### src/rtl/core/gmd_pkg.sv
// Package with the shared constants, types and codes of the gyro motion detector.
package gmd_pkg;

  // Samples held per axis in the sliding window.
  localparam int WINDOW     = 10;
  // Samples that remain after the minimum and maximum are dropped.
  localparam int TRIM_N     = WINDOW - 2;
  localparam int IDX_W      = $clog2(WINDOW);
  localparam int ROOT_STEPS = 16;
  localparam int CNT_W      = (IDX_W > 4) ? IDX_W : 4;

  // Signed window sum, and magnitude of the trimmed sum.
  localparam int ACC_W      = $clog2(WINDOW) + 17;
  localparam int MAG_W      = $clog2(TRIM_N) + 16;

  // Division by TRIM_N as a multiplication by a rounded-up reciprocal.
  localparam int     DIV_SHIFT = MAG_W + $clog2(TRIM_N);
  localparam longint DIV_MULT  = ((longint'(1) << DIV_SHIFT) + TRIM_N - 1) / TRIM_N;
  localparam int     PROD_W    = 2 * MAG_W + 1;
  localparam int     Q_W       = PROD_W - DIV_SHIFT;

  localparam int CFG_IDX_W  = 3;
  localparam int CFG_DATA_W = 16;

  localparam logic [15:0] SENS_RST       = 16'd260;
  localparam logic [9:0]  PERIOD_LEN_RST = 10'd1000;
  localparam logic [9:0]  BAD_LIMIT_RST  = 10'd2;
  localparam logic [1:0]  AXIS_LAST      = 2'd2;

  typedef logic signed [15:0] s16_t;

  typedef enum logic [CFG_IDX_W-1:0] {
    REG_SENS       = 3'd0,
    REG_ZERO_X     = 3'd1,
    REG_ZERO_Y     = 3'd2,
    REG_ZERO_Z     = 3'd3,
    REG_PERIOD_LEN = 3'd4,
    REG_BAD_LIMIT  = 3'd5
  } reg_idx_e;

  typedef enum logic {
    OP_SAMPLE = 1'b0,
    OP_CLEAR  = 1'b1
  } op_e;

  typedef enum logic [3:0] {
    ST_IDLE,
    ST_SCAN,
    ST_TRIM,
    ST_DIV,
    ST_DEV,
    ST_SQR,
    ST_RINIT,
    ST_ROOT,
    ST_FIN
  } state_e;

  typedef struct packed {
    logic [15:0] sensitivity;
    s16_t        zero_x;
    s16_t        zero_y;
    s16_t        zero_z;
    logic [9:0]  period_length;
    logic [9:0]  bad_move_limit;
  } cfg_t;

  typedef struct packed {
    logic             load_sample;
    logic             scan_en;
    logic             scan_first;
    logic [IDX_W-1:0] scan_idx;
    logic [1:0]       axis;
    logic             trim_en;
    logic             div_en;
    logic             dev_en;
    logic             sq_en;
    logic             root_init;
    logic             root_en;
    logic             finish;
    logic             clear_op;
  } cmd_t;

endpackage

### src/rtl/core/gmd_if.sv
// Channel interfaces of the gyro motion detector: sample, result and configuration.
interface gmd_sample_if;
  logic              valid;
  logic              ready;
  logic              opcode;
  logic signed [15:0] gyro_x;
  logic signed [15:0] gyro_y;
  logic signed [15:0] gyro_z;

  modport source (output valid, opcode, gyro_x, gyro_y, gyro_z, input ready);
  modport sink   (input valid, opcode, gyro_x, gyro_y, gyro_z, output ready);
endinterface

interface gmd_result_if;
  logic        valid;
  logic        ready;
  logic        move_detected;
  logic [15:0] motion_magnitude;
  logic        period_end;
  logic        period_bad;
  logic [15:0] good_total;
  logic [15:0] bad_total;

  modport source (output valid, move_detected, motion_magnitude, period_end, period_bad,
                  good_total, bad_total, input ready);
  modport sink   (input valid, move_detected, motion_magnitude, period_end, period_bad,
                  good_total, bad_total, output ready);
endinterface

interface gmd_cfg_if;
  logic        valid;
  logic        ready;
  logic [2:0]  index;
  logic [15:0] data;

  modport source (output valid, index, data, input ready);
  modport sink   (input valid, index, data, output ready);
endinterface

### src/rtl/core/gmd_cfg.sv
// Configuration register file of the gyro motion detector.
module gmd_cfg (
  input  logic                              clk_i,
  input  logic                              rst_ni,
  input  logic                              wr_valid_i,
  input  logic [gmd_pkg::CFG_IDX_W-1:0]     wr_index_i,
  input  logic [gmd_pkg::CFG_DATA_W-1:0]    wr_data_i,
  output logic                              wr_ready_o,
  output gmd_pkg::cfg_t                     cfg_o
);
  import gmd_pkg::*;

  cfg_t cfg_q, cfg_d;

  assign wr_ready_o = 1'b1;
  assign cfg_o      = cfg_q;

  always_comb begin
    cfg_d = cfg_q;
    if (wr_valid_i) begin
      unique case (wr_index_i)
        REG_SENS:       cfg_d.sensitivity    = wr_data_i;
        REG_ZERO_X:     cfg_d.zero_x         = wr_data_i;
        REG_ZERO_Y:     cfg_d.zero_y         = wr_data_i;
        REG_ZERO_Z:     cfg_d.zero_z         = wr_data_i;
        REG_PERIOD_LEN: cfg_d.period_length  = wr_data_i[9:0];
        REG_BAD_LIMIT:  cfg_d.bad_move_limit = wr_data_i[9:0];
        default:        cfg_d = cfg_q;
      endcase
    end
  end

  always_ff @(posedge clk_i or negedge rst_ni) begin
    if (!rst_ni) begin
      cfg_q.sensitivity    <= SENS_RST;
      cfg_q.zero_x         <= '0;
      cfg_q.zero_y         <= '0;
      cfg_q.zero_z         <= '0;
      cfg_q.period_length  <= PERIOD_LEN_RST;
      cfg_q.bad_move_limit <= BAD_LIMIT_RST;
    end else begin
      cfg_q <= cfg_d;
    end
  end

endmodule

### src/rtl/core/gmd_ctrl.sv
// Sequencing state machine and output handshake of the gyro motion detector.
module gmd_ctrl (
  input  logic          clk_i,
  input  logic          rst_ni,
  input  logic          in_valid_i,
  input  logic          in_opcode_i,
  output logic          in_ready_o,
  input  logic          out_ready_i,
  output logic          out_valid_o,
  output gmd_pkg::cmd_t cmd_o
);
  import gmd_pkg::*;

  state_e            state_q, state_d;
  logic [CNT_W-1:0]  cnt_q, cnt_d;
  logic [1:0]        axis_q, axis_d;
  logic              clr_q, clr_d;
  logic              out_valid_q, out_valid_d;

  assign out_valid_o = out_valid_q;

  always_ff @(posedge clk_i or negedge rst_ni) begin
    if (!rst_ni) begin
      state_q     <= ST_IDLE;
      cnt_q       <= '0;
      axis_q      <= '0;
      clr_q       <= 1'b0;
      out_valid_q <= 1'b0;
    end else begin
      state_q     <= state_d;
      cnt_q       <= cnt_d;
      axis_q      <= axis_d;
      clr_q       <= clr_d;
      out_valid_q <= out_valid_d;
    end
  end

  always_comb begin
    state_d          = state_q;
    cnt_d            = cnt_q;
    axis_d           = axis_q;
    clr_d            = clr_q;
    out_valid_d      = out_valid_q && !out_ready_i;
    in_ready_o       = 1'b0;
    cmd_o            = '0;
    cmd_o.scan_idx   = cnt_q[IDX_W-1:0];
    cmd_o.axis       = axis_q;
    cmd_o.clear_op   = clr_q;

    unique case (state_q)
      ST_IDLE: begin
        in_ready_o = 1'b1;
        if (in_valid_i) begin
          if (op_e'(in_opcode_i) == OP_CLEAR) begin
            clr_d   = 1'b1;
            state_d = ST_FIN;
          end else begin
            clr_d             = 1'b0;
            cmd_o.load_sample = 1'b1;
            cnt_d             = '0;
            state_d           = ST_SCAN;
          end
        end
      end
      ST_SCAN: begin
        cmd_o.scan_en    = 1'b1;
        cmd_o.scan_first = (cnt_q == '0);
        if (cnt_q == CNT_W'(WINDOW - 1)) begin
          cnt_d   = '0;
          axis_d  = '0;
          state_d = ST_TRIM;
        end else begin
          cnt_d = cnt_q + 1'b1;
        end
      end
      ST_TRIM: begin
        cmd_o.trim_en = 1'b1;
        state_d       = ST_DIV;
      end
      ST_DIV: begin
        cmd_o.div_en = 1'b1;
        state_d      = ST_DEV;
      end
      ST_DEV: begin
        cmd_o.dev_en = 1'b1;
        state_d      = ST_SQR;
      end
      ST_SQR: begin
        cmd_o.sq_en = 1'b1;
        if (axis_q == AXIS_LAST) begin
          state_d = ST_RINIT;
        end else begin
          axis_d  = axis_q + 1'b1;
          state_d = ST_TRIM;
        end
      end
      ST_RINIT: begin
        cmd_o.root_init = 1'b1;
        cnt_d           = '0;
        state_d         = ST_ROOT;
      end
      ST_ROOT: begin
        cmd_o.root_en = 1'b1;
        if (cnt_q == CNT_W'(ROOT_STEPS - 1)) begin
          state_d = ST_FIN;
        end else begin
          cnt_d = cnt_q + 1'b1;
        end
      end
      ST_FIN: begin
        if (!out_valid_q || out_ready_i) begin
          cmd_o.finish = 1'b1;
          out_valid_d  = 1'b1;
          state_d      = ST_IDLE;
        end
      end
      default: state_d = ST_IDLE;
    endcase
  end

endmodule

### src/rtl/core/gmd_dp.sv
// Datapath of the gyro motion detector: window, trimmed mean, root and period counters.
module gmd_dp (
  input  logic          clk_i,
  input  logic          rst_ni,
  input  gmd_pkg::cmd_t cmd_i,
  input  gmd_pkg::cfg_t cfg_i,
  input  gmd_pkg::s16_t gyro_x_i,
  input  gmd_pkg::s16_t gyro_y_i,
  input  gmd_pkg::s16_t gyro_z_i,
  output logic          move_detected_o,
  output logic [15:0]   motion_magnitude_o,
  output logic          period_end_o,
  output logic          period_bad_o,
  output logic [15:0]   good_total_o,
  output logic [15:0]   bad_total_o
);
  import gmd_pkg::*;

  s16_t                    win_q [WINDOW][3];
  logic [IDX_W-1:0]        slot_q;
  logic signed [ACC_W-1:0] sum_q [3];
  s16_t                    lo_q [3];
  s16_t                    hi_q [3];
  logic [MAG_W-1:0]        tmag_q;
  logic [PROD_W-1:0]       prod_q;
  logic [Q_W-1:0]          ad_q;
  logic [31:0]             sq_q;
  logic [31:0]             v_q, res_q, bit_q;
  logic [9:0]              ps_q, pm_q;
  logic [15:0]             good_q, bad_q;

  logic                    move_q, pend_q, pbad_q;
  logic [15:0]             mag_q;

  s16_t                    rd [3];
  logic signed [ACC_W-1:0] trim;
  logic [ACC_W-1:0]        trim_abs;
  s16_t                    zsel;
  logic [16:0]             zabs;
  logic [Q_W-1:0]          quot;
  logic signed [17:0]      dev;
  logic [17:0]             dev_abs;
  logic [33:0]             sq_term;
  logic [32:0]             root_try;
  logic                    root_ge;
  logic [15:0]             mag;
  logic                    move;
  logic [9:0]              pm_next, ps_next;
  logic                    pend, pbad;

  // Window read at the scan index, all three axes at once.
  always_comb begin
    for (int a = 0; a < 3; a++) begin
      rd[a] = win_q[cmd_i.scan_idx][a];
    end
  end

  always_comb begin
    trim     = sum_q[cmd_i.axis] - ACC_W'(lo_q[cmd_i.axis]) - ACC_W'(hi_q[cmd_i.axis]);
    trim_abs = trim[ACC_W-1] ? ACC_W'(-trim) : ACC_W'(trim);

    unique case (cmd_i.axis)
      2'd0:    zsel = cfg_i.zero_x;
      2'd1:    zsel = cfg_i.zero_y;
      default: zsel = cfg_i.zero_z;
    endcase
    zabs = zsel[15] ? 17'(-{zsel[15], zsel}) : {1'b0, zsel};

    // The magnitude quotient is already the absolute value of the mean.
    quot    = prod_q[PROD_W-1:DIV_SHIFT];
    dev     = $signed({1'b0, quot}) - $signed({1'b0, zabs});
    dev_abs = dev[17] ? 18'(-dev) : 18'(dev);
    sq_term = ad_q * ad_q;

    root_try = {1'b0, res_q} + {1'b0, bit_q};
    root_ge  = {1'b0, v_q} >= root_try;

    mag     = res_q[15:0];
    move    = mag > cfg_i.sensitivity;
    pm_next = (move && (pm_q != 10'h3FF)) ? pm_q + 10'd1 : pm_q;
    ps_next = ps_q + 10'd1;
    pend    = ps_next >= cfg_i.period_length;
    pbad    = pend && (pm_next >= cfg_i.bad_move_limit);
  end

  // Sliding window and its write slot.
  always_ff @(posedge clk_i or negedge rst_ni) begin
    if (!rst_ni) begin
      for (int i = 0; i < WINDOW; i++) begin
        for (int a = 0; a < 3; a++) begin
          win_q[i][a] <= '0;
        end
      end
      slot_q <= '0;
    end else if (cmd_i.load_sample) begin
      win_q[slot_q][0] <= gyro_x_i;
      win_q[slot_q][1] <= gyro_y_i;
      win_q[slot_q][2] <= gyro_z_i;
      slot_q <= (slot_q == IDX_W'(WINDOW - 1)) ? '0 : slot_q + 1'b1;
    end
  end

  // Arithmetic working registers.
  always_ff @(posedge clk_i) begin
    if (cmd_i.scan_en) begin
      for (int a = 0; a < 3; a++) begin
        if (cmd_i.scan_first) begin
          sum_q[a] <= ACC_W'(rd[a]);
          lo_q[a]  <= rd[a];
          hi_q[a]  <= rd[a];
        end else begin
          sum_q[a] <= sum_q[a] + ACC_W'(rd[a]);
          if (rd[a] < lo_q[a]) lo_q[a] <= rd[a];
          if (rd[a] > hi_q[a]) hi_q[a] <= rd[a];
        end
      end
    end
    if (cmd_i.trim_en) tmag_q <= trim_abs[MAG_W-1:0];
    if (cmd_i.div_en)  prod_q <= PROD_W'(tmag_q) * PROD_W'(DIV_MULT);
    if (cmd_i.dev_en)  ad_q   <= dev_abs[Q_W-1:0];
    if (cmd_i.load_sample) begin
      sq_q <= '0;
    end else if (cmd_i.sq_en) begin
      sq_q <= sq_q + sq_term[31:0];
    end
    if (cmd_i.root_init) begin
      v_q   <= sq_q;
      res_q <= '0;
      bit_q <= 32'h4000_0000;
    end else if (cmd_i.root_en) begin
      if (root_ge) begin
        v_q   <= v_q - root_try[31:0];
        res_q <= (res_q >> 1) + bit_q;
      end else begin
        res_q <= res_q >> 1;
      end
      bit_q <= bit_q >> 2;
    end
  end

  // Period statistics.
  always_ff @(posedge clk_i or negedge rst_ni) begin
    if (!rst_ni) begin
      ps_q   <= '0;
      pm_q   <= '0;
      good_q <= '0;
      bad_q  <= '0;
    end else if (cmd_i.finish) begin
      if (cmd_i.clear_op) begin
        good_q <= '0;
        bad_q  <= '0;
      end else if (pend) begin
        ps_q <= '0;
        pm_q <= '0;
        if (pbad) begin
          if (bad_q != 16'hFFFF) bad_q <= bad_q + 16'd1;
        end else begin
          if (good_q != 16'hFFFF) good_q <= good_q + 16'd1;
        end
      end else begin
        ps_q <= ps_next;
        pm_q <= pm_next;
      end
    end
  end

  // Result word register.
  always_ff @(posedge clk_i) begin
    if (cmd_i.finish) begin
      if (cmd_i.clear_op) begin
        move_q <= 1'b0;
        mag_q  <= '0;
        pend_q <= 1'b0;
        pbad_q <= 1'b0;
      end else begin
        move_q <= move;
        mag_q  <= mag;
        pend_q <= pend;
        pbad_q <= pbad;
      end
    end
  end

  assign move_detected_o    = move_q;
  assign motion_magnitude_o = mag_q;
  assign period_end_o       = pend_q;
  assign period_bad_o       = pbad_q;
  assign good_total_o       = good_q;
  assign bad_total_o        = bad_q;

endmodule

### src/rtl/core/gyro_motion_detector.sv
// Top level of the gyro motion detector: trimmed-mean motion magnitude and period totals.
// Flow: a sample word is accepted only while idle; the window scan, the per-axis trim, divide,
// deviation and square steps and the sixteen-step square root then run before its result is
// loaded; a clear word goes straight to the result. No new word is taken until the result is
// loaded, and the load waits while a previous result word is still not taken downstream.
// Reset: asynchronous, active low; the window, counters and totals clear to zero and the
// configuration registers take their reset values at once.
module gyro_motion_detector (
  input  logic          clk_i,
  input  logic          rst_ni,
  gmd_sample_if.sink    sample_i,
  gmd_result_if.source  result_o,
  gmd_cfg_if.sink       cfg_i
);
  import gmd_pkg::*;

  // Configuration and command signals between the parts.
  cfg_t cfg;
  cmd_t cmd;

  // Register file for the six configuration registers. A write word is always taken;
  // an index beyond the register list is dropped.
  gmd_cfg u_cfg (
    .clk_i      (clk_i),
    .rst_ni     (rst_ni),
    .wr_valid_i (cfg_i.valid),
    .wr_index_i (cfg_i.index),
    .wr_data_i  (cfg_i.data),
    .wr_ready_o (cfg_i.ready),
    .cfg_o      (cfg)
  );

  // The controller takes a sample word only while it is idle, walks the window one entry
  // a cycle, runs the three axes through the shared divide and square steps, iterates the
  // square root, and finally loads the result word register. That register sits apart
  // from the controller, so a new sample word is accepted while the previous result
  // still waits downstream.
  gmd_ctrl u_ctrl (
    .clk_i       (clk_i),
    .rst_ni      (rst_ni),
    .in_valid_i  (sample_i.valid),
    .in_opcode_i (sample_i.opcode),
    .in_ready_o  (sample_i.ready),
    .out_ready_i (result_o.ready),
    .out_valid_o (result_o.valid),
    .cmd_o       (cmd)
  );

  // The datapath holds the window, the per-axis sum, minimum and maximum, the reciprocal
  // multiply that divides by the trimmed count, the square accumulator, the root unit and
  // the period counters with their saturating totals.
  gmd_dp u_dp (
    .clk_i              (clk_i),
    .rst_ni             (rst_ni),
    .cmd_i              (cmd),
    .cfg_i              (cfg),
    .gyro_x_i           (sample_i.gyro_x),
    .gyro_y_i           (sample_i.gyro_y),
    .gyro_z_i           (sample_i.gyro_z),
    .move_detected_o    (result_o.move_detected),
    .motion_magnitude_o (result_o.motion_magnitude),
    .period_end_o       (result_o.period_end),
    .period_bad_o       (result_o.period_bad),
    .good_total_o       (result_o.good_total),
    .bad_total_o        (result_o.bad_total)
  );

endmodule

### src/flat_wrapper.sv
// flat-port wrapper written by rule: the top's interface ports become plain ports
module gyro_motion_detector_flat import gmd_pkg::*;
  (clk_i, rst_ni, sample_i_valid, sample_i_opcode, sample_i_gyro_x, sample_i_gyro_y, sample_i_gyro_z, sample_i_ready, result_o_valid, result_o_move_detected, result_o_motion_magnitude, result_o_period_end, result_o_period_bad, result_o_good_total, result_o_bad_total, result_o_ready, cfg_i_valid, cfg_i_index, cfg_i_data, cfg_i_ready);
  gmd_sample_if sample_i_i ();
  gmd_result_if result_o_i ();
  gmd_cfg_if cfg_i_i ();
  input  logic clk_i;
  input  logic rst_ni;
  input wire logic [$bits(sample_i_i.valid)-1:0] sample_i_valid;
  input wire logic [$bits(sample_i_i.opcode)-1:0] sample_i_opcode;
  input wire logic [$bits(sample_i_i.gyro_x)-1:0] sample_i_gyro_x;
  input wire logic [$bits(sample_i_i.gyro_y)-1:0] sample_i_gyro_y;
  input wire logic [$bits(sample_i_i.gyro_z)-1:0] sample_i_gyro_z;
  output wire logic [$bits(sample_i_i.ready)-1:0] sample_i_ready;
  output wire logic [$bits(result_o_i.valid)-1:0] result_o_valid;
  output wire logic [$bits(result_o_i.move_detected)-1:0] result_o_move_detected;
  output wire logic [$bits(result_o_i.motion_magnitude)-1:0] result_o_motion_magnitude;
  output wire logic [$bits(result_o_i.period_end)-1:0] result_o_period_end;
  output wire logic [$bits(result_o_i.period_bad)-1:0] result_o_period_bad;
  output wire logic [$bits(result_o_i.good_total)-1:0] result_o_good_total;
  output wire logic [$bits(result_o_i.bad_total)-1:0] result_o_bad_total;
  input wire logic [$bits(result_o_i.ready)-1:0] result_o_ready;
  input wire logic [$bits(cfg_i_i.valid)-1:0] cfg_i_valid;
  input wire logic [$bits(cfg_i_i.index)-1:0] cfg_i_index;
  input wire logic [$bits(cfg_i_i.data)-1:0] cfg_i_data;
  output wire logic [$bits(cfg_i_i.ready)-1:0] cfg_i_ready;
  assign sample_i_i.valid = sample_i_valid;
  assign sample_i_i.opcode = sample_i_opcode;
  assign sample_i_i.gyro_x = sample_i_gyro_x;
  assign sample_i_i.gyro_y = sample_i_gyro_y;
  assign sample_i_i.gyro_z = sample_i_gyro_z;
  assign sample_i_ready = sample_i_i.ready;
  assign result_o_valid = result_o_i.valid;
  assign result_o_move_detected = result_o_i.move_detected;
  assign result_o_motion_magnitude = result_o_i.motion_magnitude;
  assign result_o_period_end = result_o_i.period_end;
  assign result_o_period_bad = result_o_i.period_bad;
  assign result_o_good_total = result_o_i.good_total;
  assign result_o_bad_total = result_o_i.bad_total;
  assign result_o_i.ready = result_o_ready;
  assign cfg_i_i.valid = cfg_i_valid;
  assign cfg_i_i.index = cfg_i_index;
  assign cfg_i_i.data = cfg_i_data;
  assign cfg_i_ready = cfg_i_i.ready;
  gyro_motion_detector u_core (.clk_i(clk_i), .rst_ni(rst_ni), .sample_i(sample_i_i), .result_o(result_o_i), .cfg_i(cfg_i_i));
endmodule
### config.mk
export PLATFORM = sky130hd
export DESIGN_NAME = gyro_motion_detector_flat
export DESIGN_NICKNAME = d
export VERILOG_FILES = /design/src/rtl/core/gmd_pkg.sv /design/src/rtl/core/gmd_if.sv /design/src/rtl/core/gmd_cfg.sv /design/src/rtl/core/gmd_ctrl.sv /design/src/rtl/core/gmd_dp.sv /design/src/rtl/core/gyro_motion_detector.sv /design/src/flat_wrapper.sv
export SDC_FILE = /design/constraint.sdc
export NUM_CORES = 2
export LEC_CHECK = 0
export BUFFER_PORTS_ARGS = -buffer_cell sky130_fd_sc_hd__buf_2
export CAP_MARGIN = 20
export CORE_MARGIN = 2
export CORE_UTILIZATION = 37
export DETAILED_ROUTE_END_ITERATION = 8
export GPL_TIMING_DRIVEN = 0
export SLEW_MARGIN = 5
export SYNTH_ARGS = -nofsm -noshare
export SYNTH_HDL_FRONTEND = slang
export SYNTH_SLANG_ARGS = --single-unit
### constraint.sdc
create_clock -name clk_i -period 10.13 [get_ports clk_i]
set_input_delay 0 -clock clk_i [delete_from_list [all_inputs] [get_ports clk_i]]
set_output_delay 0 -clock clk_i [all_outputs]
set_load 0.05 [all_outputs]
==> summary.md <==
| Metric | Value |
|---|---|
| Status | `finished, final reports clean` |
| Initial Util | `37.3%` |
| Port buffer count | `77` |
| Sink Count | `slightly below 1,000` |
| Max Fclk | `between 100 and 150 MHz` |
| Synthesis-to-finish area growth | `13.3%` |
| Syn Nets | `6,583` |
| Synth Warn # | `0` |
| Worst-Margin Slew | `1.18 ns` |
| CTS Buf Count | `roughly 110` |
| Core Box Area | `around 170,000 um2` |
| Root Driver | `clkbuf_16` |
| Netlist cell types | `94` |
| Critical R2R Capture | `u_core.u_dp.sq_q[31]` |
| Post-synth EDFFs | `259` |
| Max clock buf depth | `3` |
| Final Cycle Share | `between 70% and 80%` |
| DRC | `0` |
| DP HPWL | `between 100,000 and 150,000 um` |
| Vias after detailed routing | `roughly 46,000` |
| DR WL/cell | `21.2 um` |
| Final WL | `180,000 um` |
| Slew HR | `21.2%` |
| Top cell type's share of synthesized area | `~25%` |
| Largest net degree at the start of global routing | `roughly 120` |
| CP required | `10.71 ns` |
| R2R Setup Slk | `between 2 and 2.5 ns` |
| First-pass GRT wire length | `roughly 280,000 um` |
| Area contributors post-synth | `dfrtp_1 (25%), edfxtp_1 (12%), mux2_2 (9.8%)` |
| Die area | `between 150,000 and 200,000 um2` |
| Total global-route track usage | `approximately a fifth` |
| Top Layer Used | `met4` |
| Crit path launch | `u_core.u_dp.ad_q[2]` |
| CP Class | `flip-flop to flip-flop` |
| Worst Reg-to-Reg Cells | `23` |
| Vert. Die Dim | `between 400 and 500 um` |
| ANT nets after route | `0` |
| Post-CTS Resized | `0` |
| Worst r2r src | `u_core.u_dp.ad_q[2]` |
| Layout Skew | `around 0.11 ns` |
| # fillers | `~16,000` |
| Layout cells sized above 1 | `between 15 and 20%` |
| Critical path launch point type | `flip-flop` |
| Initial antenna violation count | `5` |
| Final #Nets | `6,897` |
| Worst slack, placed | `about 2.3 ns` |
| Via-to-Cell Ratio | `between 5 and 6` |
| WP data arrival | `8.43 ns` |
| CTS tree | `yes` |
| Final Hold Fails | `0` |
| Fin area | `around 72,000 um2` |
| #FFs+latches synth | `971` |
| Max Cap Viol | `0` |
| Async set-reset flop share out of synthesis | `about two thirds` |
| Routed length on met3 | `around 9000 um` |
| Syn avg cell area | `between 10 and 15 um2` |
| Wire length on met1 | `roughly 78,000 um` |
| Post-DP Area | `about 67,000 um2` |
| Top-count cell post-synth | `inv_1` |
| Worst setup endpoint | `u_core.u_dp.sq_q[31]` |
| GRT Residual Overflow | `0` |
| 1st-pass router iterations | `5` |
| Main synth FF type | `dfrtp_1` |
| Io pins | `roughly 130` |
| Clock latency at the later pin of the worst-skew pair | `0.82 ns` |
| Synth top cells by count | `inv_1 (625), dfrtp_1 (623), mux2_2 (548), ha_1 (402), nand2_1 (394)` |
| Yosys top cell by area | `dfrtp_1` |
| Cell row count | `approximately 150` |
| Vias in the first global route | `roughly 46,000` |
| PnR worst setup slack | `between 2 and 2.5 ns` |
| Endpoints failing setup | `0` |
| Cells after Synth | `around 5,900` |
| Critical path endpoint category | `flip-flop` |
| Mapped Area | `between 60,000 and 70,000 um2` |
| Met2 wire len | `between 80,000 and 90,000 um` |
| Sequential-to-total area share from yosys stat | `between 30% and 40%` |
| Reg clk slew, reported paths | `~0.06 ns` |
| Die X | `around 420 um` |
| Period minus WS final | `between 7 and 8 ns` |
| GPL Wtd Cong | `a little under 0.9` |
| Worst Hold Class | `input pin to flip-flop` |
| Iter 0 DRT Violations | `around 3,600` |
| Slew Viols, Final | `0` |
| CP max FO | `10` |
| RSZ-0062 raised after global routing | `no` |
| H-tree levels | `3` |
-- kinds of logic (layout without fill, tap and decap cells) --
group | after synthesis | after routing | synth area share (%)
simple gates | 1217 | 1217 | 9.18
xor+xnor | 263 | 263 | 3.66
fa+ha+maj | 649 | 649 | 15.8
other cells | 1 | 4 | 0.00594
mux | 807 | 807 | 15.8
buf+inv | 919 | 1329 | 5.52
compound gates | 1034 | 1034 | 10.2
flops | 971 | 971 | 39.9
-- worst min-delay path by stage --
stage | endpoint | from | cells after the start
2_1_floorplan | u_core.u_cfg.cfg_o[0] | rst_ni | 0
3_3_place_gp | u_core.u_ctrl.out_valid_o | result_o_ready | 3
3_5_place_dp | u_core.u_cfg.cfg_o[28] | rst_ni | 1
4_1_cts | u_core.u_cfg.cfg_o[71] | cfg_i_data[3] | 4
5_1_grt | u_core.u_cfg.cfg_o[71] | cfg_i_data[3] | 4
6_report | u_core.u_ctrl.out_valid_o | result_o_ready | 4
-- flip-flops by register name (all words and copies together) (netlist names), 17 cells and up --
name,flops
u_core.u_dp.win_q,480
u_core.u_cfg.cfg_o,84
u_core.u_dp.sum_q,63
u_core.u_dp.hi_q,48
u_core.u_dp.lo_q,48
u_core.u_dp.res_q,32
u_core.u_dp.sq_q,32
u_core.u_dp.v_q,32
u_core.u_dp.ad_q,17
-- repair_timing --
item                      in CTS  in global routing
buffers inserted               0                  0
hold buffers                  89                  0
hold endpoints to repair     956                  0
-- metal layers --
layer  vias up  track usage (%)
met5         -                0
met3       304             3.11
met2      1193             34.8
li1      21100                -
met4         0             6.97
met1     23100             27.0
-- per-stage QoR --
| step | std cells | hold WS, ns | setup TNS [ns] | util, % |
|---|---|---|---|---|
| 2_1_floorplan | 5861 | -0.296 | 0 | - |
| 3_3_place_gp | 8156 | 0.295 | -2704.87 | 39.1 |
| 3_5_place_dp | 8192 | -0.0960 | 0 | 39.5 |
| 4_1_cts | 8488 | 0.0875 | 0 | 42.2 |
| 5_1_grt | 8490 | 0.136 | 0 | 42.2 |
| 6_report | 8492 | 0.154 | 0 | 42.2 |
-- final cells by class --
cell class | instances | area, um2 | share of cell area [%]
Multi-Input combinational cell | 3971 | 34500 | 48.3
Sequential cell | 971 | 25200 | 35.2
Timing Repair Buffer | 203 | 1840 | 2.57
Clock inverter | 47 | 568 | 0.794
Antenna cell | 3 | 7.51 | 0.0105
Buffer | 292 | 1130 | 1.58
Clock buffer | 160 | 3150 | 4.40
Inverter | 627 | 2360 | 3.29
Tap cell | 2218 | 2780 | 3.88
-- cells in the final DEF, fill, tap and decap left out, types with 30 or more instances in the layout --
cell           instances
mux2_2               548
edfxtp_1             259
a31oi_1               56
a21oi_1              323
ha_1                 402
nor2b_1               67
xor2_1                99
a211oi_1              34
fa_1                 247
dfxtp_1               80
nand3_1               84
nand2_1              394
clkbuf_1             221
buf_2                 96
nand4_1               45
inv_1                624
a21o_1                73
xnor2_1              163
o31ai_1               30
mux2i_1              162
o22ai_1               51
nor2_1               299
buf_1                 76
dlygate4sd3_1         88
nand2b_1              45
o21ai_0              243
and2_1                72
dfrtp_1              623
clkbuf_16            109
o21a_1                52
mux4_2                96
nor3_1                83
-- critical path, stage by stage, from the launching register on --
cell and delay, ns:
edfxtp_1 0.45, clkbuf_1 0.48, clkbuf_1 0.65, nand2_1 0.18
fa_1 0.52, fa_1 0.42, fa_1 0.55, inv_1 0.05
fa_1 0.48, fa_1 0.54, inv_1 0.05, fa_1 0.53
inv_1 0.04, ha_1 0.37, a2111oi_0 0.42, o21ai_0 0.20
a221o_1 0.33, o21ai_0 0.41, a21boi_0 0.16, o21ai_0 0.25
and3b_1 0.22, o21ai_0 0.13, xnor2_1 0.17, a21oi_1 0.08
Power is not shown: default switching activity piles up to over one toggle a cycle in this logic, so the estimate is an artifact.
